## src/rtl/core/uos_pkg.sv

```systemverilog
`default_nettype none
// ----------------------------------------------------------------------------
// uos_pkg
// Shared types, constants and tables for the unicycle odometry step block.
// ----------------------------------------------------------------------------
package uos_pkg;

    localparam int PI_Q13     = 25736;
    localparam int TWO_PI_Q13 = 51472;
    localparam int PI_A       = 205888;
    localparam int HALF_PI_A  = 102944;
    localparam int TWO_PI_A   = 411776;
    localparam int CORDIC_K   = 652032874;
    localparam int CORDIC_N   = 16;
    localparam int DIV_STEPS  = 1;
    localparam int SQRT_STEPS = 32;
    localparam int DIV_BASE   = 1000;
    localparam int DIV_RECIP  = 1099511628;
    localparam int DIV_SHIFT  = 40;

    typedef enum logic [2:0] {
        CFG_STEP_MS    = 3'd0,
        CFG_ACCEL      = 3'd1,
        CFG_ANG_ACCEL  = 3'd2,
        CFG_SPEED_LIM  = 3'd3,
        CFG_TURN_LIM   = 3'd4,
        CFG_MDIST      = 3'd5,
        CFG_MHEAD      = 3'd6
    } cfg_idx_t;

    typedef enum logic [4:0] {
        OP_NONE, OP_LOAD,
        OP_DIV_LIMV, OP_DIV_LIMW, OP_DIV_DTH, OP_DIV_DXY, OP_DIV_STEP,
        OP_SET_V, OP_SET_W, OP_SET_DTH, OP_SET_DXY,
        OP_CORD_MID, OP_CORD_MARK, OP_CORD_STEP,
        OP_MUL_XC, OP_MUL_YS, OP_MUL_MXC, OP_MUL_MYS, OP_MUL_AX, OP_MUL_AY,
        OP_POSX, OP_POSY, OP_MX, OP_MY,
        OP_DIFF, OP_SQX, OP_SQ_SUM, OP_SQRT_STEP, OP_COMMIT
    } dp_op_t;

    typedef struct packed {
        dp_op_t op;
    } dp_cmd_t;

    typedef struct packed {
        logic started;
        logic marker_ready;
        logic div_done;
        logic cord_done;
        logic sqrt_done;
        logic out_busy;
    } dp_status_t;

    typedef enum logic [5:0] {
        S_IDLE,
        S_LIMV, S_LIMV_RUN, S_SETV,
        S_LIMW, S_LIMW_RUN, S_SETW,
        S_DTH, S_DTH_RUN, S_SETDTH,
        S_DXY, S_DXY_RUN, S_SETDXY,
        S_CMID, S_CMID_RUN, S_MXC, S_POSX, S_MYS, S_POSY,
        S_CMARK, S_CMARK_RUN, S_MMXC, S_MX, S_MMYS, S_MY,
        S_DIFF, S_MAX, S_SQX, S_MAY, S_SQSUM, S_SQRT_RUN,
        S_COMMIT
    } ctrl_state_t;

    function automatic logic [15:0] atan_val(input logic [3:0] i);
        logic [15:0] r;
        case (i)
            4'd0:    r = 16'd51472;
            4'd1:    r = 16'd30386;
            4'd2:    r = 16'd16055;
            4'd3:    r = 16'd8150;
            4'd4:    r = 16'd4091;
            4'd5:    r = 16'd2047;
            4'd6:    r = 16'd1024;
            4'd7:    r = 16'd512;
            4'd8:    r = 16'd256;
            4'd9:    r = 16'd128;
            4'd10:   r = 16'd64;
            4'd11:   r = 16'd32;
            4'd12:   r = 16'd16;
            4'd13:   r = 16'd8;
            4'd14:   r = 16'd4;
            default: r = 16'd2;
        endcase
        return r;
    endfunction

endpackage
`default_nettype wire

```

## src/rtl/core/uos_ctrl.sv

```systemverilog
`default_nettype none
// ----------------------------------------------------------------------------
// uos_ctrl
// Sequencer that steps the datapath through one odometry update.
// ----------------------------------------------------------------------------
module uos_ctrl (
    input  wire logic                 clk,
    input  wire logic                 rst_n,
    input  wire logic                 in_valid,
    output logic                      in_stall,
    input  wire uos_pkg::dp_status_t  status,
    output uos_pkg::dp_cmd_t          cmd
);
    import uos_pkg::*;

    ctrl_state_t state_reg, state_next;

    always_ff @(posedge clk or negedge rst_n)
    begin
        if (!rst_n)
        begin
            state_reg <= S_IDLE;
        end
        else
        begin
            state_reg <= state_next;
        end
    end

    assign in_stall = (state_reg != S_IDLE);

    always_comb
    begin
        state_next = state_reg;
        unique case (state_reg)
            S_IDLE:      if (in_valid && status.started) state_next = S_LIMV;
            S_LIMV:      state_next = S_LIMV_RUN;
            S_LIMV_RUN:  if (status.div_done) state_next = S_SETV;
            S_SETV:      state_next = S_LIMW;
            S_LIMW:      state_next = S_LIMW_RUN;
            S_LIMW_RUN:  if (status.div_done) state_next = S_SETW;
            S_SETW:      state_next = S_DTH;
            S_DTH:       state_next = S_DTH_RUN;
            S_DTH_RUN:   if (status.div_done) state_next = S_SETDTH;
            S_SETDTH:    state_next = S_DXY;
            S_DXY:       state_next = S_DXY_RUN;
            S_DXY_RUN:   if (status.div_done) state_next = S_SETDXY;
            S_SETDXY:    state_next = S_CMID;
            S_CMID:      state_next = S_CMID_RUN;
            S_CMID_RUN:  if (status.cord_done) state_next = S_MXC;
            S_MXC:       state_next = S_POSX;
            S_POSX:      state_next = S_MYS;
            S_MYS:       state_next = S_POSY;
            S_POSY:      state_next = S_CMARK;
            S_CMARK:     state_next = S_CMARK_RUN;
            S_CMARK_RUN: if (status.cord_done) state_next = S_MMXC;
            S_MMXC:      state_next = S_MX;
            S_MX:        state_next = S_MMYS;
            S_MMYS:      state_next = S_MY;
            S_MY:        state_next = status.marker_ready ? S_DIFF : S_COMMIT;
            S_DIFF:      state_next = S_MAX;
            S_MAX:       state_next = S_SQX;
            S_SQX:       state_next = S_MAY;
            S_MAY:       state_next = S_SQSUM;
            S_SQSUM:     state_next = S_SQRT_RUN;
            S_SQRT_RUN:  if (status.sqrt_done) state_next = S_COMMIT;
            S_COMMIT:    if (!status.out_busy) state_next = S_IDLE;
            default:     state_next = S_IDLE;
        endcase
    end

    always_comb
    begin
        cmd.op = OP_NONE;
        unique case (state_reg)
            S_IDLE:      if (in_valid) cmd.op = OP_LOAD;
            S_LIMV:      cmd.op = OP_DIV_LIMV;
            S_LIMW:      cmd.op = OP_DIV_LIMW;
            S_DTH:       cmd.op = OP_DIV_DTH;
            S_DXY:       cmd.op = OP_DIV_DXY;
            S_LIMV_RUN, S_LIMW_RUN, S_DTH_RUN, S_DXY_RUN:
                         cmd.op = status.div_done ? OP_NONE : OP_DIV_STEP;
            S_SETV:      cmd.op = OP_SET_V;
            S_SETW:      cmd.op = OP_SET_W;
            S_SETDTH:    cmd.op = OP_SET_DTH;
            S_SETDXY:    cmd.op = OP_SET_DXY;
            S_CMID:      cmd.op = OP_CORD_MID;
            S_CMARK:     cmd.op = OP_CORD_MARK;
            S_CMID_RUN, S_CMARK_RUN:
                         cmd.op = status.cord_done ? OP_NONE : OP_CORD_STEP;
            S_MXC:       cmd.op = OP_MUL_XC;
            S_POSX:      cmd.op = OP_POSX;
            S_MYS:       cmd.op = OP_MUL_YS;
            S_POSY:      cmd.op = OP_POSY;
            S_MMXC:      cmd.op = OP_MUL_MXC;
            S_MX:        cmd.op = OP_MX;
            S_MMYS:      cmd.op = OP_MUL_MYS;
            S_MY:        cmd.op = OP_MY;
            S_DIFF:      cmd.op = OP_DIFF;
            S_MAX:       cmd.op = OP_MUL_AX;
            S_SQX:       cmd.op = OP_SQX;
            S_MAY:       cmd.op = OP_MUL_AY;
            S_SQSUM:     cmd.op = OP_SQ_SUM;
            S_SQRT_RUN:  cmd.op = status.sqrt_done ? OP_NONE : OP_SQRT_STEP;
            S_COMMIT:    cmd.op = status.out_busy ? OP_NONE : OP_COMMIT;
            default:     cmd.op = OP_NONE;
        endcase
    end

endmodule
`default_nettype wire

```

## config.mk

```make
export PLATFORM = sky130hd
export DESIGN_NAME = uos_ctrl
export DESIGN_NICKNAME = d
export VERILOG_FILES = /design/src/rtl/core/uos_pkg.sv /design/src/rtl/core/uos_ctrl.sv
export SDC_FILE = /design/constraint.sdc
export NUM_CORES = 1
export LEC_CHECK = 0
export BUFFER_PORTS_ARGS = -buffer_cell sky130_fd_sc_hd__buf_2
export CAP_MARGIN = 25
export CELL_PAD_IN_SITES_DETAIL_PLACEMENT = 0
export CELL_PAD_IN_SITES_GLOBAL_PLACEMENT = 1
export CORE_MARGIN = 3
export CORE_UTILIZATION = 40
export CTS_BUF_LIST = sky130_fd_sc_hd__clkbuf_8 sky130_fd_sc_hd__clkbuf_16
export DETAILED_ROUTE_END_ITERATION = 10
export HOLD_SLACK_MARGIN = 0.15
export PLACE_DENSITY = 0.85
export SYNTH_ARGS = -nofsm -noshare
export SYNTH_HDL_FRONTEND = slang
export SYNTH_SLANG_ARGS = --single-unit
```

## constraint.sdc

```tcl
create_clock -name clk -period 4.7 [get_ports clk]
set_input_delay 0.47 -clock clk [delete_from_list [all_inputs] [get_ports clk]]
set_output_delay 0.47 -clock clk [all_outputs]
set_load 0.02 [all_outputs]
```

==> results of run 1 <==
power by group through the flow:
stage	clock network, uW	logic, uW	registers (uW)
finish	79.8	449	189
global route	84.4	509	205
CTS	81.8	453	187
detailed placement	0	450	189
global placement	0	448	188
floorplan	0	480	75.5
per-stage QoR:
step                total power (uW)  util (%)  hold slack, ns  worst slack (ns)
floorplan                      555.6         -          0.1744             2.802
global placement               635.8     45.53          0.2868             2.320
detailed placement             639.4     45.53          0.2884             2.308
CTS                            721.7     48.65          0.5840             2.070
global route                   797.6     48.65          0.6225             1.754
finish                         717.3     48.65          0.6014             2.050
metal layers:
metal	routed length, um	GRT usage [%]	vias up
li1	-	-	409
met1	750	19.26	371
met2	893	27.09	17
met3	91	2.417	2
met4	18	5.530	0
met5	0	0	-
worst max-delay path, cell delays in order, from the launching register on:
cell and delay (ns):
dfrtp_1 0.80, nand2_1 0.28, o22ai_1 0.31, o21ai_0 0.13
and3_1 0.17, o211ai_1 0.07, buf_2 0.19
cells by family after synthesis:
group	synth area share [%]
compound gates	29.87
xor+xnor	2.311
simple gates	40.10
mux	2.805
flops	16.50
buf+inv	8.416
worst max-delay path by stage:
stage                  from     end  slack [ns]  cells after the start
2_1_floorplan  state_reg[1]  cmd[0]        2.80                      6
3_3_place_gp   state_reg[3]  cmd[2]        2.32                      5
3_5_place_dp   state_reg[0]  cmd[2]        2.31                      6
4_1_cts        state_reg[0]  cmd[2]        2.07                      6
5_1_grt        state_reg[0]  cmd[2]        1.75                      6
6_report       state_reg[0]  cmd[2]        2.05                      6
cell type report:
type	instances	area [um2]
fillers	206	905.9
well taps	25	31.28
inverters	2	7.507
clock buffers	3	41.29
multi-input cells	92	569.3
repair buffers	15	80.08
clock inverters	1	3.754
flip-flops and latches	5	125.1
repair_timing:
action	4_1_cts	5_1_grt
hold endpoints to repair	5	0
setup buffers	0	0
gates resized for setup	0	0
setup endpoints to repair	0	0
hold buffers	1	0
cells in the final DEF (no fill, tap or decap), drive strengths merged, types with 2 or more instances in the layout:
cell and count:
nand2 16, o211ai 2, o21ai 11, nand3 3, o21a 3, xnor2 2, nor2b 2, nor3 4
buf 14, inv 3, nand2b 6, a21oi 6, nand3b 2, dfrtp 5, and3 3, nor2 11
clkbuf 3, nor3b 2
==> run metrics, run 1 <==
die area 0.002454 mm2; number of synthesized flops with an enable pin 0; placed cell count 138; WS Path Type reg -> out; Final Hold Fails 0; Post-Place Cell Area 803.3 um2; die span in y 49.54 um; Power Density 835.7 mW/mm2; Synth area leader dfrtp_1; clk_skew 0.003448 ns; CTS Sinks 5; CORE AREA 0.001764 mm2; Synth Cell Area 758.2 um2; Layout area overhead 13.20%; r2r setup slk 2.64 ns; post-route clock period utilization 56.39%; DR vias/cell 5.587; root buf cell clkbuf_8; grt total ovfl 0; startpoint types register; post-layout instance area 858.3 um2; Achievable Freq 0.3773 GHz; VDD IR max 387.2 uV; initial antenna violation count 0; Synth area leaders dfrtp_1, nand2_1, o21ai_0, nor2_1, nand2b_1; Worst Path Required 4.23 ns; Internal Pwr Total 331.3 uW; worst slew pin tran 0.7222 ns; Seq pwr share 26.3%; Synth Instances 110; crit end category primary output; top-count cell post-synth nand2_1; CTS Buf Count 3; crit path DAT 2.18 ns; Synthesized Nets 119; gr usage total 15.59%; I/O Buffers 14; clock share of power 11.1%; Largest register FFs 5; FF-to-FF End state_reg[0]; drt pass-1 iters 4; Pleak 0.0003461 uW; max-slew violation count 0; CTS tree done; synth unique cells 45; CTS H-tree lvls 1; clock latency on the worst-skew pair 0.23 ns; fraction of layout cells with a size suffix above 1 22.03%; clock-pin slew on the worst setup and hold paths 0.04 ns; Synth top area share 16.50%; worst-path maximum fanout 28; Post-synth top flop dfrtp_1; Yosys Warn Count 0; status completed; ANT cells 0; DRC marker count from the first detailed-route iteration 31; WL/cell 12.26 um; number of nets with antenna violations after routing 0; I/O pin total 15; final setup fails 0; Die X 49.54 um; RSZ-0062 raised after global routing false; Synth async-reset ratio 100.0%; Setup TNS 0 ns; final net count 128; Post-Layout Cell Count 143; Critical R2R Launch state_reg[0]; switching share of power 53.81%; R2R cell count 5; post-synthesis sequential area ratio 16.50%; FF+latch count, synth 5; drc violations 0; number of global-route vias before repair 706; RD Place Congestion 0.7628; via count 799; Hold WC Path Type in -> async; Synth Area per Inst 6.893 um2; minimum clock period 2.650 ns; Initial Util 42.98%; Rows 15; combinational power share 62.5%; largest net degree at the start of global routing 29; global-route wire length before repair 3042 um; commonest cells in the netlist nand2_1, nor2_1, o21ai_0; dpl hpwl 1256 um; WL final 1753 um; Net Sw Power 386.0 uW; max-cap violations 0; Clock Tree Buf Depth 2; slew margin rel. 51.86%
No activity file was read; power rests on OpenSTA's default activity.
==> run 2: changes to the inputs <==
CORE_UTILIZATION = 38   (was 40)
PLACE_DENSITY = 0.81   (was 0.85)
clock period = 2.6 ns   (was 4.7 ns; I/O delays follow)
==> run metrics, run 2 (same netlist as run 1, synthesis figures left out) <==
status completed; Die X 50.67 um (+2.3%); number of global-route vias before repair 683 (-3.3%); final worst slack 0.2092 ns (-1.840 ns); Clock Tree Buf Depth 2 (unchanged); Setup WS pre-CTS 0.4844 ns (-1.824 ns); commonest non-fill, non-tap cell in the layout nand2_1; CTS Buf Count 3 (unchanged); clock share of power 10.3% (-0.8 points); via count 816 (+2.1%); Rows 15 (unchanged); VDD IR max 670.1 uV (+73%); FF-to-FF End state_reg[0]; post-route clock period utilization 91.95%; drc violations 0 (unchanged); final net count 131 (+2.3%); RSZ-0062 raised after global routing false; crit end category primary output; RD Place Congestion 0.7978 (+4.6%); worst slew pin tran 0.6809 ns (-0.04130 ns); Initial Util 42.08% (-0.90 points); I/O pin total 15 (unchanged); Power Density 1511 mW/mm2 (+81%); ANT cells 0 (unchanged); Largest register FFs 5 (unchanged); CTS tree done; crit path DAT 2.13 ns (-0.05 ns); DR vias/cell 5.589 (about the same); CORE AREA 0.001802 mm2 (+2.1%); root buf cell clkbuf_8; Pleak 0.0003604 uW (+4.1%); max-cap violations 0 (unchanged); Post-Place Cell Area 825.8 um2 (+2.8%); Layout area overhead 16.17%; post-layout instance area 880.8 um2 (+2.6%); r2r setup slk 0.57 ns (-2.07 ns); WL final 1804 um (+2.9%); DRC marker count from the first detailed-route iteration 19 (-39%); die span in y 50.67 um (+2.3%); I/O Buffers 14 (unchanged); Reg area 125.1 um2 (unchanged); clock-pin slew on the worst setup and hold paths 0.03 ns (about the same); drt pass-1 iters 4 (unchanged); Critical R2R Launch state_reg[4]; startpoint types register; placed cell count 141 (+2.2%); WL/cell 12.36 um (+0.79%); Internal Pwr Total 628.3 uW (+90%); global-route wire length before repair 3001 um (-1.3%); CTS Sinks 5 (unchanged); Post-Layout Cell Count 146 (+2.1%); number of nets with antenna violations after routing 0 (unchanged); Achievable Freq 0.4183 GHz; WS Path Type reg -> out; footprint of the multi-input gates 569.3 um2 (unchanged); final setup fails 0 (unchanged); switching share of power 52.80% (-1.0 points); fraction of layout cells with a size suffix above 1 23.97% (+1.9 points); Setup TNS 0 ns (unchanged); commonest non-fill, non-tap cells in the layout nand2_1, buf_2, nor2_1, o21ai_0, nand2b_1; clock latency on the worst-skew pair 0.22 ns (about the same); slew margin rel. 54.61% (+2.8 points); minimum clock period 2.391 ns; Net Sw Power 702.8 uW (+82%); Worst Path Required 2.34 ns (-1.89 ns); R2R cell count 5 (unchanged); Hold WC Path Type in -> async; combinational power share 68.3% (+5.8 points); Final Hold Fails 0 (unchanged); worst-path maximum fanout 22 (-21%); grt total ovfl 0 (unchanged); Final Core Density 48.89% (+0.24 points); die area 0.002567 mm2 (+4.6%); gr usage total 14.91% (-0.68 points); initial antenna violation count 0 (unchanged); dpl hpwl 1357 um (+8.1%); Fill cells 202 (-1.9%); clk_skew 0.0008774 ns (-0.002571 ns); CTS H-tree lvls 1 (unchanged); largest net degree at the start of global routing 23 (-21%); Post-CTS Setup Bufs 0 (unchanged); Seq pwr share 21.4% (-4.9 points); max-slew violation count 0 (unchanged)
[run 2: cell types whose count changed in the layout (fill, tap and decap cells not counted)]
| cell | delta |
|---|---|
| buf_4 | +3 |
[run 2: worst max path at each step]
stage,depth (start not counted),endpoint,start
2_1_floorplan,6,cmd[0],state_reg[1]
3_3_place_gp,6,cmd[0],state_reg[1]
3_5_place_dp,6,cmd[2],state_reg[1]
4_1_cts,6,cmd[2],state_reg[1]
5_1_grt,6,cmd[2],state_reg[1]
6_report,6,cmd[0],state_reg[1]
[run 2: metal layers]
layer	global-route usage, %	vias to the layer above	wire (um)
met1	20.86	374	917
met3	3.561	2	98
met2	22.39	21	775
li1	-	419	-
met5	0	-	0
met4	4.484	0	12
[run 2: power by group through the flow]
stage / combinational [uW] / sequential [uW] / clock [uW]
after floorplan: 868 / 137 / 0
after global placement: 905 / 284 / 0
after detailed placement: 911 / 285 / 0
after CTS: 916 / 284 / 139
after global routing: 1010 / 301 / 144
final: 909 / 286 / 137
[run 2: what timing repair did]
action / CTS / global route
hold buffers: 1 / 0
gates resized for setup: 0 / 0
hold endpoints to repair: 5 / 0
[run 2: final cells by class]
class                   instances  area share [%]
well taps                      25           3.551
repair buffers                 18           11.65
multi-input cells              92           64.63
clock inverters                 1          0.4261
clock buffers                   3           4.687
inverters                       2          0.8523
flip-flops and latches          5           14.20
[run 2: metrics by stage]
step                power (uW)  hold WS (ns)
finish                    1331        0.3781
global route              1455        0.4101
CTS                       1339        0.3875
detailed placement        1196       0.08199
global placement          1189       0.07713
floorplan                 1004      -0.03559
[run 2: worst max-delay path, cell delays in order (launching register included)]
cell and delay (ns):
dfrtp_1 0.77, nor2b_1 0.17, and3b_1 0.25, nor3_1 0.05, a2111oi_0 0.40, o21ai_1 0.11, buf_2 0.17
